**src/crc8fr_pkg.sv**
```systemverilog
// ----------------------------------------------------------------------------
// crc8fr_pkg
// Types, codes and the CRC-8 byte update shared by the framed receiver.
// ----------------------------------------------------------------------------
package crc8fr_pkg;

  // Receive phase
  typedef enum logic [2:0] {
    PH_HUNT = 3'd0,
    PH_TYPE = 3'd1,
    PH_LEN  = 3'd2,
    PH_PAY  = 3'd3,
    PH_CRC  = 3'd4
  } phase_e;

  // Configuration register indexes
  typedef enum logic [2:0] {
    CFG_PREAMBLE    = 3'd0,
    CFG_TYPE_SENSOR = 3'd1,
    CFG_TYPE_ACK    = 3'd2,
    CFG_TYPE_CMD    = 3'd3,
    CFG_CODE_INIT   = 3'd4,
    CFG_CODE_DATA   = 3'd5,
    CFG_CODE_END    = 3'd6,
    CFG_CODE_REBOOT = 3'd7
  } cfg_idx_e;

  localparam int unsigned CfgIdxW = 3;

  // Result kinds
  localparam logic KIND_PAYLOAD = 1'b0;
  localparam logic KIND_FRAME   = 1'b1;

  // Frame classes
  localparam logic [1:0] CLS_SENSOR  = 2'd0;
  localparam logic [1:0] CLS_ACK     = 2'd1;
  localparam logic [1:0] CLS_COMMAND = 2'd2;
  localparam logic [1:0] CLS_UNKNOWN = 2'd3;

  // Frame status
  localparam logic [1:0] ST_OK        = 2'd0;
  localparam logic [1:0] ST_CRC_ERR   = 2'd1;
  localparam logic [1:0] ST_BAD_LEN   = 2'd2;
  localparam logic [1:0] ST_TOO_SHORT = 2'd3;

  // Command classes
  localparam logic [2:0] CMD_INIT    = 3'd0;
  localparam logic [2:0] CMD_DATA    = 3'd1;
  localparam logic [2:0] CMD_END     = 3'd2;
  localparam logic [2:0] CMD_REBOOT  = 3'd3;
  localparam logic [2:0] CMD_UNKNOWN = 3'd4;
  localparam logic [2:0] CMD_NONE    = 3'd5;

  localparam logic [7:0] CRC_INIT       = 8'hFF;
  localparam logic [7:0] CRC_POLY       = 8'h07;
  localparam logic [7:0] SENSOR_PAY_LEN = 8'd4;

  // CRC-8, MSB first, one byte
  function automatic logic [7:0] crc8_step(input logic [7:0] crc, input logic [7:0] b);
    logic [7:0] c;
    c = crc ^ b;
    for (int i = 0; i < 8; i++) begin
      c = c[7] ? ({c[6:0], 1'b0} ^ CRC_POLY) : {c[6:0], 1'b0};
    end
    return c;
  endfunction

endpackage

```
**src/crc8_framed_packet_receiver_core.sv**
```systemverilog
// ----------------------------------------------------------------------------
// crc8_framed_packet_receiver_core
// Preamble / type / length / payload / CRC-8 deframer with sensor latching.
// ----------------------------------------------------------------------------
// Output: a byte's result is registered and shows in the cycle after its transfer.
// Throughput: one byte per cycle; the byte is decoded and the frame state
//   stepped in the cycle of its transfer, the result lands in the output
//   register, and a new byte is taken whenever that register is free or is
//   being emptied in the same cycle.
// Reset: asynchronous, active low; hunting for preamble, CRC seed 0xFF,
//   readings cleared, configuration back to its default codes.
module crc8_framed_packet_receiver_core (
  input  logic                              clk_i,
  input  logic                              rst_ni,
  // byte input channel
  input  logic                              in_valid_i,
  output logic                              in_ready_o,
  input  logic [7:0]                        rx_byte_i,
  input  logic                              sensor_hold_i,
  // result channel
  output logic                              out_valid_o,
  input  logic                              out_ready_i,
  output logic                              result_kind_o,
  output logic [7:0]                        data_byte_o,
  output logic [7:0]                        byte_offset_o,
  output logic [1:0]                        frame_class_o,
  output logic [1:0]                        frame_status_o,
  output logic [2:0]                        command_class_o,
  output logic signed [15:0]                temperature_o,
  output logic signed [15:0]                humidity_o,
  output logic                              reading_valid_o,
  // configuration write port
  input  logic                              cfg_we_i,
  input  logic [crc8fr_pkg::CfgIdxW-1:0]    cfg_idx_i,
  input  logic [7:0]                        cfg_data_i
);

  // --------------------------------------------------------------------------
  // Configuration registers
  // --------------------------------------------------------------------------
  logic [7:0] preamble_q, type_sensor_q, type_ack_q, type_cmd_q;
  logic [7:0] code_init_q, code_data_q, code_end_q, code_reboot_q;

  always_ff @(posedge clk_i or negedge rst_ni) begin
    if (!rst_ni) begin
      preamble_q    <= 8'hAA;
      type_sensor_q <= 8'd1;
      type_ack_q    <= 8'd2;
      type_cmd_q    <= 8'd3;
      code_init_q   <= 8'd1;
      code_data_q   <= 8'd2;
      code_end_q    <= 8'd3;
      code_reboot_q <= 8'd4;
    end else if (cfg_we_i) begin
      unique case (crc8fr_pkg::cfg_idx_e'(cfg_idx_i))
        crc8fr_pkg::CFG_PREAMBLE:    preamble_q    <= cfg_data_i;
        crc8fr_pkg::CFG_TYPE_SENSOR: type_sensor_q <= cfg_data_i;
        crc8fr_pkg::CFG_TYPE_ACK:    type_ack_q    <= cfg_data_i;
        crc8fr_pkg::CFG_TYPE_CMD:    type_cmd_q    <= cfg_data_i;
        crc8fr_pkg::CFG_CODE_INIT:   code_init_q   <= cfg_data_i;
        crc8fr_pkg::CFG_CODE_DATA:   code_data_q   <= cfg_data_i;
        crc8fr_pkg::CFG_CODE_END:    code_end_q    <= cfg_data_i;
        crc8fr_pkg::CFG_CODE_REBOOT: code_reboot_q <= cfg_data_i;
        default: ;
      endcase
    end
  end

  // --------------------------------------------------------------------------
  // Frame state
  // --------------------------------------------------------------------------
  crc8fr_pkg::phase_e phase_q, phase_d;
  logic [7:0]  type_q, type_d;
  logic [7:0]  len_q, len_d;
  logic [7:0]  seen_q, seen_d;
  logic [7:0]  crc_q, crc_d;
  logic [7:0]  first_q, first_d;
  logic [31:0] shift_q, shift_d;
  logic [15:0] temp_q, temp_d;
  logic [15:0] hum_q, hum_d;
  logic        rdy_flag_q, rdy_flag_d;

  // Output register
  logic        out_valid_q;
  logic        kind_q;
  logic [7:0]  data_q, off_q;
  logic [1:0]  cls_q, st_q;
  logic [2:0]  cmd_q;
  logic [15:0] otemp_q, ohum_q;
  logic        ovalid_flag_q;

  // Result of the byte being transferred
  logic        res_valid;
  logic        res_kind;
  logic [7:0]  res_data, res_off;
  logic [1:0]  res_cls, res_st;
  logic [2:0]  res_cmd;

  logic        in_fire;
  logic [7:0]  crc_seed, crc_next;
  logic [7:0]  seen_inc;

  // The output register is the only buffer: take a byte when it is free
  // or is being drained this cycle.
  assign in_ready_o = !out_valid_q || out_ready_i;
  assign in_fire    = in_valid_i && in_ready_o;

  // Hunt phase seeds the CRC afresh with the preamble byte.
  assign crc_seed = (phase_q == crc8fr_pkg::PH_HUNT) ? crc8fr_pkg::CRC_INIT : crc_q;
  assign crc_next = crc8fr_pkg::crc8_step(crc_seed, rx_byte_i);
  assign seen_inc = seen_q + 8'd1;

  always_comb begin
    phase_d    = phase_q;
    type_d     = type_q;
    len_d      = len_q;
    seen_d     = seen_q;
    crc_d      = crc_q;
    first_d    = first_q;
    shift_d    = shift_q;
    temp_d     = temp_q;
    hum_d      = hum_q;
    rdy_flag_d = rdy_flag_q;

    res_valid = 1'b0;
    res_kind  = crc8fr_pkg::KIND_PAYLOAD;
    res_data  = 8'd0;
    res_off   = 8'd0;
    res_cls   = crc8fr_pkg::CLS_SENSOR;
    res_st    = crc8fr_pkg::ST_OK;
    res_cmd   = crc8fr_pkg::CMD_NONE;

    if (in_fire) begin
      unique case (phase_q)
        crc8fr_pkg::PH_HUNT: begin
          // junk before the preamble is dropped silently
          if (rx_byte_i == preamble_q) begin
            crc_d   = crc_next;
            phase_d = crc8fr_pkg::PH_TYPE;
          end
        end
        crc8fr_pkg::PH_TYPE: begin
          type_d  = rx_byte_i;
          crc_d   = crc_next;
          phase_d = crc8fr_pkg::PH_LEN;
        end
        crc8fr_pkg::PH_LEN: begin
          len_d   = rx_byte_i;
          crc_d   = crc_next;
          seen_d  = 8'd0;
          first_d = 8'd0;
          shift_d = 32'd0;
          // zero length goes straight to the CRC byte
          phase_d = (rx_byte_i == 8'd0) ? crc8fr_pkg::PH_CRC : crc8fr_pkg::PH_PAY;
        end
        crc8fr_pkg::PH_PAY: begin
          crc_d   = crc_next;
          if (seen_q == 8'd0) begin
            first_d = rx_byte_i;
          end
          shift_d = {shift_q[23:0], rx_byte_i};
          seen_d  = seen_inc;
          if (seen_inc == len_q) begin
            phase_d = crc8fr_pkg::PH_CRC;
          end
          res_valid = 1'b1;
          res_data  = rx_byte_i;
          res_off   = seen_q;
        end
        crc8fr_pkg::PH_CRC: begin
          phase_d   = crc8fr_pkg::PH_HUNT;
          crc_d     = crc8fr_pkg::CRC_INIT;
          res_valid = 1'b1;
          res_kind  = crc8fr_pkg::KIND_FRAME;
          // first match in register order wins
          if (type_q == type_sensor_q) begin
            res_cls = crc8fr_pkg::CLS_SENSOR;
          end else if (type_q == type_ack_q) begin
            res_cls = crc8fr_pkg::CLS_ACK;
          end else if (type_q == type_cmd_q) begin
            res_cls = crc8fr_pkg::CLS_COMMAND;
          end else begin
            res_cls = crc8fr_pkg::CLS_UNKNOWN;
          end

          if (rx_byte_i != crc_q) begin
            res_st = crc8fr_pkg::ST_CRC_ERR;
          end else if (res_cls == crc8fr_pkg::CLS_SENSOR) begin
            // under hold the frame is reported ok and changes nothing
            if (!sensor_hold_i) begin
              if (len_q == crc8fr_pkg::SENSOR_PAY_LEN) begin
                temp_d     = shift_q[31:16];
                hum_d      = shift_q[15:0];
                rdy_flag_d = 1'b1;
              end else begin
                res_st = crc8fr_pkg::ST_BAD_LEN;
              end
            end
          end else if (res_cls == crc8fr_pkg::CLS_ACK ||
                       res_cls == crc8fr_pkg::CLS_COMMAND) begin
            if (len_q == 8'd0) begin
              res_st = crc8fr_pkg::ST_TOO_SHORT;
            end else if (res_cls == crc8fr_pkg::CLS_COMMAND) begin
              if (first_q == code_init_q) begin
                res_cmd = crc8fr_pkg::CMD_INIT;
              end else if (first_q == code_data_q) begin
                res_cmd = crc8fr_pkg::CMD_DATA;
              end else if (first_q == code_end_q) begin
                res_cmd = crc8fr_pkg::CMD_END;
              end else if (first_q == code_reboot_q) begin
                res_cmd = crc8fr_pkg::CMD_REBOOT;
              end else begin
                res_cmd = crc8fr_pkg::CMD_UNKNOWN;
              end
            end
          end
        end
        default: begin
          phase_d = crc8fr_pkg::PH_HUNT;
        end
      endcase
    end
  end

  always_ff @(posedge clk_i or negedge rst_ni) begin
    if (!rst_ni) begin
      phase_q    <= crc8fr_pkg::PH_HUNT;
      type_q     <= 8'd0;
      len_q      <= 8'd0;
      seen_q     <= 8'd0;
      crc_q      <= crc8fr_pkg::CRC_INIT;
      first_q    <= 8'd0;
      shift_q    <= 32'd0;
      temp_q     <= 16'd0;
      hum_q      <= 16'd0;
      rdy_flag_q <= 1'b0;
    end else begin
      phase_q    <= phase_d;
      type_q     <= type_d;
      len_q      <= len_d;
      seen_q     <= seen_d;
      crc_q      <= crc_d;
      first_q    <= first_d;
      shift_q    <= shift_d;
      temp_q     <= temp_d;
      hum_q      <= hum_d;
      rdy_flag_q <= rdy_flag_d;
    end
  end

  // --------------------------------------------------------------------------
  // Output register: control reset, payload loaded on a new result
  // --------------------------------------------------------------------------
  always_ff @(posedge clk_i or negedge rst_ni) begin
    if (!rst_ni) begin
      out_valid_q <= 1'b0;
    end else if (res_valid) begin
      out_valid_q <= 1'b1;
    end else if (out_ready_i) begin
      out_valid_q <= 1'b0;
    end
  end

  always_ff @(posedge clk_i) begin
    if (res_valid) begin
      kind_q        <= res_kind;
      data_q        <= res_data;
      off_q         <= res_off;
      cls_q         <= res_cls;
      st_q          <= res_st;
      cmd_q         <= res_cmd;
      otemp_q       <= temp_d;   // readings after this byte's update
      ohum_q        <= hum_d;
      ovalid_flag_q <= rdy_flag_d;
    end
  end

  assign out_valid_o     = out_valid_q;
  assign result_kind_o   = kind_q;
  assign data_byte_o     = data_q;
  assign byte_offset_o   = off_q;
  assign frame_class_o   = cls_q;
  assign frame_status_o  = st_q;
  assign command_class_o = cmd_q;
  assign temperature_o   = $signed(otemp_q);
  assign humidity_o      = $signed(ohum_q);
  assign reading_valid_o = ovalid_flag_q;

  // --------------------------------------------------------------------------
  // Assertions
  // --------------------------------------------------------------------------
  a_pay_result: assert property (@(posedge clk_i) disable iff (!rst_ni)
    in_fire && phase_q == crc8fr_pkg::PH_PAY |=>
      out_valid_o && result_kind_o == crc8fr_pkg::KIND_PAYLOAD)
    else $error("payload byte transfer gave no payload result");

  a_frame_end: assert property (@(posedge clk_i) disable iff (!rst_ni)
    in_fire && phase_q == crc8fr_pkg::PH_CRC |=>
      out_valid_o && result_kind_o == crc8fr_pkg::KIND_FRAME &&
      phase_q == crc8fr_pkg::PH_HUNT && crc_q == crc8fr_pkg::CRC_INIT)
    else $error("CRC byte did not end the frame");

  a_pay_count: assert property (@(posedge clk_i) disable iff (!rst_ni)
    phase_q == crc8fr_pkg::PH_PAY |-> seen_q < len_q)
    else $error("payload count ran past frame length");

  a_flag_sticky: assert property (@(posedge clk_i) disable iff (!rst_ni)
    rdy_flag_q |=> rdy_flag_q)
    else $error("reading valid flag dropped");

endmodule

```
**config.mk**
```make
export PLATFORM = sky130hd
export DESIGN_NAME = crc8_framed_packet_receiver_core
export DESIGN_NICKNAME = d
export VERILOG_FILES = /design/src/crc8fr_pkg.sv /design/src/crc8_framed_packet_receiver_core.sv
export SDC_FILE = /design/constraint.sdc
export NUM_CORES = 1
export LEC_CHECK = 0
export BUFFER_PORTS_ARGS = -buffer_cell sky130_fd_sc_hd__buf_2
export CAP_MARGIN = 10
export CORE_MARGIN = 5
export CORE_UTILIZATION = 55
export DETAILED_ROUTE_END_ITERATION = 6
export GPL_ROUTABILITY_DRIVEN = 1
export MAX_ROUTING_LAYER = met4
export PLACE_DENSITY = 0.74
export SLEW_MARGIN = 20
export SYNTH_ARGS = -nofsm -noshare
export SYNTH_HDL_FRONTEND = slang
export SYNTH_SLANG_ARGS = --single-unit
```
**constraint.sdc**
```tcl
create_clock -name clk_i -period 5.7 [get_ports clk_i]
set_input_delay 0.285 -clock clk_i [delete_from_list [all_inputs] [get_ports clk_i]]
set_output_delay 0.285 -clock clk_i [all_outputs]
set_load 0.01 [all_outputs]
```
# After elaboration in Yosys (flattened, before gate mapping)
# Cells that the tools add are included.
# classes
n_addsub,1
reduce_logical,34
bitwise_logic,13
n_mux,57
n_eq_ne,27
# ops
operator,count
16-bit two-way mux,12
8-bit == test,9
32-bit one-hot mux with 2 select lines,1
3-bit two-way mux,15
8-bit one-hot mux with 2 select lines,2
2-bit AND reduction,13
8-bit zero test,3
8-bit two-way mux,3
3-bit NOT,8
8-bit one-hot mux with 3 select lines,1
2-bit two-way mux,9
3-bit == test (second input constant),5
1-bit two-way mux,13
3-bit by 2-bit == test with 1-bit output (second input constant),4
3-bit one-hot mux with 4 select lines,1
3-bit AND reduction,3
9-bit OR reduction,1
8-bit by 1-bit adder with 8-bit output (second input constant),1
8-bit by 3-bit == test with 1-bit output (second input constant),1
8-bit != test,1
8-bit XOR,1
7-bit OR reduction,1
3-bit by 1-bit == test with 1-bit output (second input constant),2
3-bit zero test,2
13 further kinds,20
# word_totals
ff_bits,230
out_inout_bits,59
input_bits,25

# Logic depth before layout (Yosys ltp)
# Gate-level depths: netlist of run 1.
# depth
depth_word,21
depth_mapped,9
mapped_depth_nobuf,8

# Worst setup path before layout of run 1
# No wires, ideal clock.
# synth_timing
path_type,flip-flop to flip-flop
startpoint,"register out_valid_q, in the netlist out_valid_o"
endpoint,"register off_q[0], in the netlist byte_offset_o[0] (enable)"
path_stages_with_launch,7
arrival_ps,2183
period_less_slack_ps,2826
required_ps,5057
setup_ps,643
setup_slack_ps,2874
path_cell_list,dfrtp_1 nand2b_1 and2_1 buf_2 nand2_1 clkbuf_1 nand2_1
# synth_between
elab_chain_len,4
# synth_rtl
element,line,text
start: declaration,crc8_framed_packet_receiver_core.sv:84,logic out_valid_q;
start signal: assignment,crc8_framed_packet_receiver_core.sv:256,out_valid_q <= 1'b0;
start signal: assignment,crc8_framed_packet_receiver_core.sv:258,out_valid_q <= 1'b1;
start signal: assignment,crc8_framed_packet_receiver_core.sv:260,out_valid_q <= 1'b0;
1-bit zero test,crc8_framed_packet_receiver_core.sv:105,assign in_ready_o = !out_valid_q || out_ready_i;
1-bit logical OR,crc8_framed_packet_receiver_core.sv:105,
via in_ready_o,crc8_framed_packet_receiver_core.sv:17,"output logic in_ready_o,"
1-bit logical AND,crc8_framed_packet_receiver_core.sv:106,assign in_fire = in_valid_i && in_ready_o;
1-bit two-way mux,crc8_framed_packet_receiver_core.sv:133,if (in_fire) begin
via res_valid,crc8_framed_packet_receiver_core.sv:93,logic res_valid;
end signal: assignment,crc8_framed_packet_receiver_core.sv:268,off_q <= res_off;
end: declaration,crc8_framed_packet_receiver_core.sv:86,"logic [7:0] data_q, off_q;"
# The timed path passes the listed nets, and every way through them passes these cells.
# A chain may end at the register's enable or synchronous reset.

# Worst setup path after layout of run 1
# layout_timing
startpoint,register type_ack_q[1]
endpoint,"register otemp_q[5], in the netlist temperature_o[5] (data pin)"
# layout_between
elab_chain_len,10
# layout_rtl
element,line,text
start: declaration,crc8_framed_packet_receiver_core.sv:41,"logic [7:0] preamble_q, type_sensor_q, type_ack_q, type_cmd_q;"
start signal: assignment,crc8_framed_packet_receiver_core.sv:58,crc8fr_pkg::CFG_TYPE_ACK: type_ack_q <= cfg_data_i;
8-bit == test,crc8_framed_packet_receiver_core.sv:178,end else if (type_q == type_ack_q) begin
2-bit two-way mux,crc8_framed_packet_receiver_core.sv:178,
2-bit two-way mux,crc8_framed_packet_receiver_core.sv:176,if (type_q == type_sensor_q) begin
2-bit two-way mux,crc8_framed_packet_receiver_core.sv:134,unique case (phase_q)
2-bit two-way mux,crc8_framed_packet_receiver_core.sv:133,
2-bit zero test,crc8_framed_packet_receiver_core.sv:188,end else if (res_cls == crc8fr_pkg::CLS_SENSOR) begin
16-bit two-way mux,crc8_framed_packet_receiver_core.sv:188,
16-bit two-way mux,crc8_framed_packet_receiver_core.sv:186,if (rx_byte_i != crc_q) begin
16-bit two-way mux,crc8_framed_packet_receiver_core.sv:134,
16-bit two-way mux,crc8_framed_packet_receiver_core.sv:133,
via temp_d[5],crc8_framed_packet_receiver_core.sv:79,"logic [15:0] temp_q, temp_d;"
end signal: assignment,crc8_framed_packet_receiver_core.sv:272,otemp_q <= temp_d;
end: declaration,crc8_framed_packet_receiver_core.sv:89,"logic [15:0] otemp_q, ohum_q;"
# The timed path passes the listed nets, and every way through them passes these cells. The select of a mux whose other input is x is not followed.

==> qor.yml, run 1 <==
outcome:
  status: "finished clean"
global_routing:
  grt_max_degree: 67
  grt-ovfl-total: 0
  grt_usage_pct: 21.52
  grt_pass1_wl_um: 35890
  grt_pass1_vias: 6364
  antenna_found_initial: 1
route:
  drc: 0
  drtIter0Drc: 402
  wl_per_cell_um: 20.58
  vias: 6141
  routed_via_density: 5.723
  first_pass_iters: 5
  drt-total-wl_um: 22090
  final_antenna_net_count: 0
synth:
  synth_seq_cells: 230
  synth_nets: 778
  ys_warn_count: 0
  seq_area_frac_synth_pct: 59.85
  synthCells: 749
  ys_types: 58
  async_flop_share_pct: 75.22
  synth_area_um2: 10140
  syn-mean-instance-area_um2: 13.53
  dominantRegCellSynth: "dfrtp_1"
  synth-edff-count: 57
sta:
  finalCritPeriodShare_pct: 52.96
  rsz0062_at_grt: "false"
  maxSlewHeadroom_pct: 30.07
  setup-violations-final: 0
  finClkSkew_ns: 0.01130
  final_hold_viol_count: 0
  hold_ws_ns: 0.1561
  tightestPinTransition_ns: 1.041
  tns_ns: 0
  min_period_ns: 3.019
  max_freq_mhz: 331.2
  slew_viol_final: 0
hold_path:
  worstHoldEndpoint: "out_valid_o"
  min-delay-start: "out_ready_i"
  hp-class: "input port to flop"
  holdPathStages: 3
place:
  hpwl_um: 15110
  dpl_cell_area_um2: 10700
  dp.cells: 1027
  gp_congestion: 0.8515
  io_buffers: 83
final_layout:
  seqCellArea_um2: 6067
  area_growth_syn_to_layout_pct: 13.61
  fillers: 1309
  multi_input_area_um2: 3822
  final_area_um2: 11520
  layoutNonFillerInstCount: 1073
  final_util_pct: 63.68
  nNetsFinal: 854
  layout-drive-gt1-share_pct: 32.27
setup_path:
  r2r-start: "type_ack_q[1]"
  critPathLaunchType: "flop"
  r2r_cells: 9
  setup.worst_path.end_class: "flop"
  cp_data_required_time_ns: 5.95
  r2r-end: "temperature_o[5]"
  path_class: "flop to flop"
  r2r_slack_ns: 2.68
  cp_max_fo: 33
  critPathArrivalTime_ns: 3.27
  startpoint: "type_ack_q[1]"
floorplanning:
  die_area_um2: 21250
  num_rows: 49
  fp.dieH_um: 145.8
  initial_core_util_pct: 56.05
  boundaryPins: 84
  die_w_um: 145.8
  core_um2: 18090
clock_network:
  cts_setup_buffers: 0
  cts.clk_slew.worst_paths_ns: 0.06
  post_cts_resize_count: 0
  insertion_delay_ns: 0.51
  cts_buffers: 24
  clockBufferDepth: 3
  htreeDepth: 1
  ctsRootBufferMaster: "clkbuf_16"
  cts_tree: "done"
  hold_buffers: 1
  clock_sinks: 230
pwr:
  peakVddDrop_mv: 0.2964
  cellPowerDensity_nw_per_um2: 501.7
  leakage_nw: 5.169
flow_run:
  cap_violations: 0
worst max-delay path by stage:
stage,endpoint,cells after the start
6_report,temperature_o[5],9
5_1_grt,temperature_o[13],9
4_1_cts,temperature_o[8],9
3_5_place_dp,humidity_o[0],8
3_3_place_gp,humidity_o[1],9
2_1_floorplan,byte_offset_o[0],6
critical path: stages (launching register included):
cell	delay, ns
dfstp_2	0.54
xnor2_1	0.07
nand4_1	0.10
nor2_1	0.06
o31ai_1	0.46
ha_1	0.34
nand3b_1	0.16
nor4_4	0.17
buf_4	0.44
mux2_2	0.41
per-stage QoR:
| step | setup slack (ns) | power, mW |
|---|---|---|
| 6_report | 2.681 | 5.779 |
| 3_3_place_gp | 2.856 | 4.183 |
| 5_1_grt | 2.426 | 6.091 |
| 2_1_floorplan | 2.874 | 3.736 |
| 4_1_cts | 2.716 | 5.821 |
| 3_5_place_dp | 2.740 | 4.256 |
sequential cells by signal (all words and copies together), names as in the netlist, 16 cells and up:
signal         count
hum_q             16
humidity_o        16
shift_q           32
temp_q            16
temperature_o     16
Yosys cell counts (5+ instances only):
| master | instances | area [um2] |
|---|---|---|
| mux2_2 | 111 | 1250 |
| nor4_1 | 16 | 100.1 |
| buf_2 | 11 | 55.05 |
| nand3_1 | 5 | 25.02 |
| dfrtp_1 | 152 | 3804 |
| a21oi_1 | 8 | 40.04 |
| inv_1 | 15 | 56.30 |
| nand4_1 | 8 | 50.05 |
| o21ai_0 | 16 | 80.08 |
| mux2i_1 | 9 | 90.09 |
| edfxtp_1 | 57 | 1712 |
| xor2_1 | 60 | 525.5 |
| a21o_1 | 10 | 75.07 |
| a22o_1 | 25 | 219.0 |
| and3_1 | 17 | 106.4 |
| o31ai_1 | 5 | 37.54 |
| nand2_1 | 38 | 142.6 |
| clkbuf_1 | 24 | 90.09 |
| xnor2_1 | 41 | 359.1 |
| buf_6 | 5 | 56.30 |
| dfstp_2 | 21 | 551.8 |
| nor2_1 | 32 | 120.1 |
cells in the final DEF, fill, tap and decap left out, drive strengths merged, types with 16 or more instances in the layout:
cell type / synthesis / layout
dfrtp: 152 / 152
edfxtp: 57 / 57
o21ai: 16 / 16
xnor2: 42 / 42
and3: 17 / 17
nand2: 38 / 38
mux2: 112 / 112
a22o: 25 / 25
clkbuf: 24 / 41
buf: 17 / 90
dfstp: 21 / 21
xor2: 60 / 60
nor2: 33 / 33
nor4: 17 / 17
power breakdown:
part	internal, mW	switching, mW	total, mW	leakage (nW)
Clock	0.942	0.608	1.55	0.387
Combinational	0.777	0.830	1.61	2.07
Sequential	2.22	0.405	2.62	2.71
Total	3.93	1.84	5.78	5.17
cells by family (layout without fill, tap and decap cells):
group	count (synthesis)	in the layout	synth area share [%]
DFF	230	230	59.85
other	0	1	0
adders and majority gates	4	4	0.4937
and+or+nand+nor	153	153	8.381
muxes	121	121	13.33
AOI/OAI and AO/OA	80	80	5.801
xor gates and xnor gates	105	105	9.565
buffers and inverters	56	150	2.580
area by class of cell:
type / instances / area share (%)
multi-input combinational: 463 / 33.19
timing repair buffer: 91 / 4.204
antenna: 1 / 0.02173
clock inverter: 3 / 0.3694
inverter: 15 / 0.4889
clock buffer: 41 / 6.562
sequential: 230 / 52.68
tap: 229 / 2.488
per-layer routing:
layer | vias to the layer above | GRT usage, % | share of wire (%) | routed length [um]
met3 | 31 | 3.301 | 5.4 | 1195
li1 | 2821 | - | - | -
met1 | 3084 | 29.58 | 44 | 9808
met5 | - | - | 0 | 0
met4 | 0 | 4.701 | 2.1 | 464
met2 | 205 | 34.40 | 48 | 10620
No activity file was read; power rests on OpenSTA's default activity.
==> inputs of run 2 (changes only) <==
--- a/config.mk
+++ b/config.mk
@@ -8,11 +8,11 @@
 export BUFFER_PORTS_ARGS = -buffer_cell sky130_fd_sc_hd__buf_2
 export CAP_MARGIN = 10
 export CORE_MARGIN = 5
-export CORE_UTILIZATION = 55
+export CORE_UTILIZATION = 54
 export DETAILED_ROUTE_END_ITERATION = 6
 export GPL_ROUTABILITY_DRIVEN = 1
 export MAX_ROUTING_LAYER = met4
-export PLACE_DENSITY = 0.74
+export PLACE_DENSITY = 0.76
 export SLEW_MARGIN = 20
 export SYNTH_ARGS = -nofsm -noshare
 export SYNTH_HDL_FRONTEND = slang
==> constraint.sdc (replaced) <==
create_clock -name clk_i -period 2.5 [get_ports clk_i]
set_input_delay 0.125 -clock clk_i [delete_from_list [all_inputs] [get_ports clk_i]]
set_output_delay 0.125 -clock clk_i [all_outputs]
set_load 0.01 [all_outputs]
==> qor.yml, run 2 (synthesized netlist as in run 1, its figures left out) <==
sta:
  maxSlewHeadroom_pct: 51.27  # +21 points
  rsz0062_at_grt: "true"
  hold_ws_ns: 0.01051  # -0.1456 ns
  tightestPinTransition_ns: 0.7277  # -0.3132 ns
  finClkSkew_ns: 0.01845  # +0.007148 ns
  slew_viol_final: 0  # unchanged
  min_period_ns: 2.662  # -0.3565 ns
  setup-violations-final: 44  # +44
  tns_ns: -4.215  # -4.215 ns
  final_hold_viol_count: 0  # unchanged
  finalCritPeriodShare_pct: 106.5  # +54 points
  setup_slack_ns: -0.1624  # -2.843 ns
  max_freq_mhz: 375.6  # +13%
setup_path:
  r2r_cells: 10  # +1
  critPathLaunchType: "flop"
  setup.worst_path.end_class: "flop"
  cp_data_required_time_ns: 2.75  # -3.20 ns
  r2r-start: "type_q[4]"
  r2r-end: "temperature_o[5]"
  cp_max_fo: 8  # -76%
  critPathArrivalTime_ns: 2.92  # -0.35 ns
  path_class: "flop to flop"
  r2r_slack_ns: -0.16  # -2.84 ns
hold_path:
  min-delay-start: "cfg_data_i[2]"
  worstHoldEndpoint: "preamble_q[2]"
  holdPathStages: 2  # -1
  hp-class: "input port to flop"
floorplanning:
  initial_core_util_pct: 54.56  # -1.5 points
  boundaryPins: 84  # unchanged
  die_area_um2: 21610  # +1.7%
  fp.dieH_um: 147.0  # +0.86%
  num_rows: 50  # +2.0%
  core_um2: 18580  # +2.7%
  die_w_um: 147.0  # +0.86%
clock_network:
  cts_tree: "done"
  clock_sinks: 230  # unchanged
  insertion_delay_ns: 0.52  # about the same
  htreeDepth: 1  # unchanged
  ctsRootBufferMaster: "clkbuf_16"
  clockBufferDepth: 3  # unchanged
  cts.clk_slew.worst_paths_ns: 0.06  # about the same
  cts_buffers: 25  # +4.2%
final_layout:
  multi_input_area_um2: 3905  # +2.2%
  area_growth_syn_to_layout_pct: 17.85
  fillers: 1354  # +3.4%
  final_area_um2: 11950  # +3.7%
  final_cell_mix: "150 x dfrtp_1, 97 x mux2_2, 82 x buf_2, 60 x xor2_1, 57 x edfxtp_1"
  layout-drive-gt1-share_pct: 35.49  # +3.2 points
  seqCellArea_um2: 6070  # about the same
  final_common_cell: "dfrtp_1"
  largest_reg_flops: 32  # unchanged
  nNetsFinal: 890  # +4.2%
  largest-register: "shift_q"
global_routing:
  grt_max_degree: 63  # -6.0%
  grt_usage_pct: 21.72  # +0.20 points
  grt_pass1_vias: 6682  # +5.0%
  grt_pass1_wl_um: 37010  # +3.1%
  grt-ovfl-total: 0  # unchanged
  antenna_found_initial: 1  # unchanged
outcome:
  status: "finished, violations left"
  violations: "negative setup slack"
route:
  final_antenna_net_count: 0  # unchanged
  vias: 6399  # +4.2%
  routed_via_density: 5.744  # +0.37%
  drtIter0Drc: 298  # -26%
  drt-total-wl_um: 23130  # +4.7%
  first_pass_iters: 5  # unchanged
  drc: 0  # unchanged
  wl_per_cell_um: 20.77  # +0.89%
pwr:
  leakage_nw: 5.361  # +3.7%
  power.total_mw: 13.34  # +130%
  cellPowerDensity_nw_per_um2: 1117  # +120%
  peakVddDrop_mv: 0.7890  # +170%
place:
  dpl_cell_area_um2: 10960  # +2.4%
  io_buffers: 83  # unchanged
  dpl_worst_slack_ns: -0.2284  # -2.968 ns
  gp_congestion: 0.9326  # +9.5%
  hpwl_um: 15370  # +1.7%
flow_run:
  cap_violations: 0  # unchanged
## run 2: worst max-delay path by stage
stage               startpoint               end
floorplan            type_q[4]    humidity_o[12]
global placement     type_q[4]  temperature_o[5]
detailed placement   type_q[4]     humidity_o[8]
CTS                  type_q[4]     humidity_o[1]
global route         type_q[4]  temperature_o[5]
finish               type_q[4]  temperature_o[5]
## run 2: what timing repair did
action | CTS | global route
gates cloned | 0 | 3
resized for setup | 2 | 23
buffers inserted | 0 | 3
hold endpoints to repair | 66 | 0
hold buffers | 4 | 0
endpoints found under the setup margin | 64 | 68
## run 2: per-layer routing
metal	track usage, %	part of all wire (%)
met1	29.42	44
met2	34.41	49
met3	2.992	4.3
met4	7.083	2.8
met5	-	0
## run 2: report_power, final
part	switching [mW]	internal, mW	leakage [nW]
clock network	1.41	2.04	0.374
logic	2.03	1.92	2.28
registers	0.889	5.05	2.71
total	4.33	9.01	5.36
## run 2: layout make-up
class | instances | area share (%)
antenna | 1 | 0.02095
clock buffer | 37 | 5.865
clock inverter | 8 | 0.5760
inverter | 15 | 0.4713
multi-input combinational | 463 | 32.69
sequential | 230 | 50.81
tap | 234 | 2.451
timing repair buffer | 126 | 7.122
## run 2: worst max-delay path: stages (launching register included)
cell       delay (ns)
dfrtp_2          0.43
xor2_1           0.19
nor4_2           0.29
nand2_1          0.16
o21ai_2          0.11
ha_2             0.20
nand3b_1         0.13
nor4_4           0.17
buf_6            0.19
clkbuf_16        0.18
mux2_2           0.35
## run 2: through the flow
stage,cells,util (%)
global placement,1058,58.97
floorplan,749,-
detailed placement,1058,58.97
finish,1114,64.30
CTS,1107,63.37
global route,1114,64.30
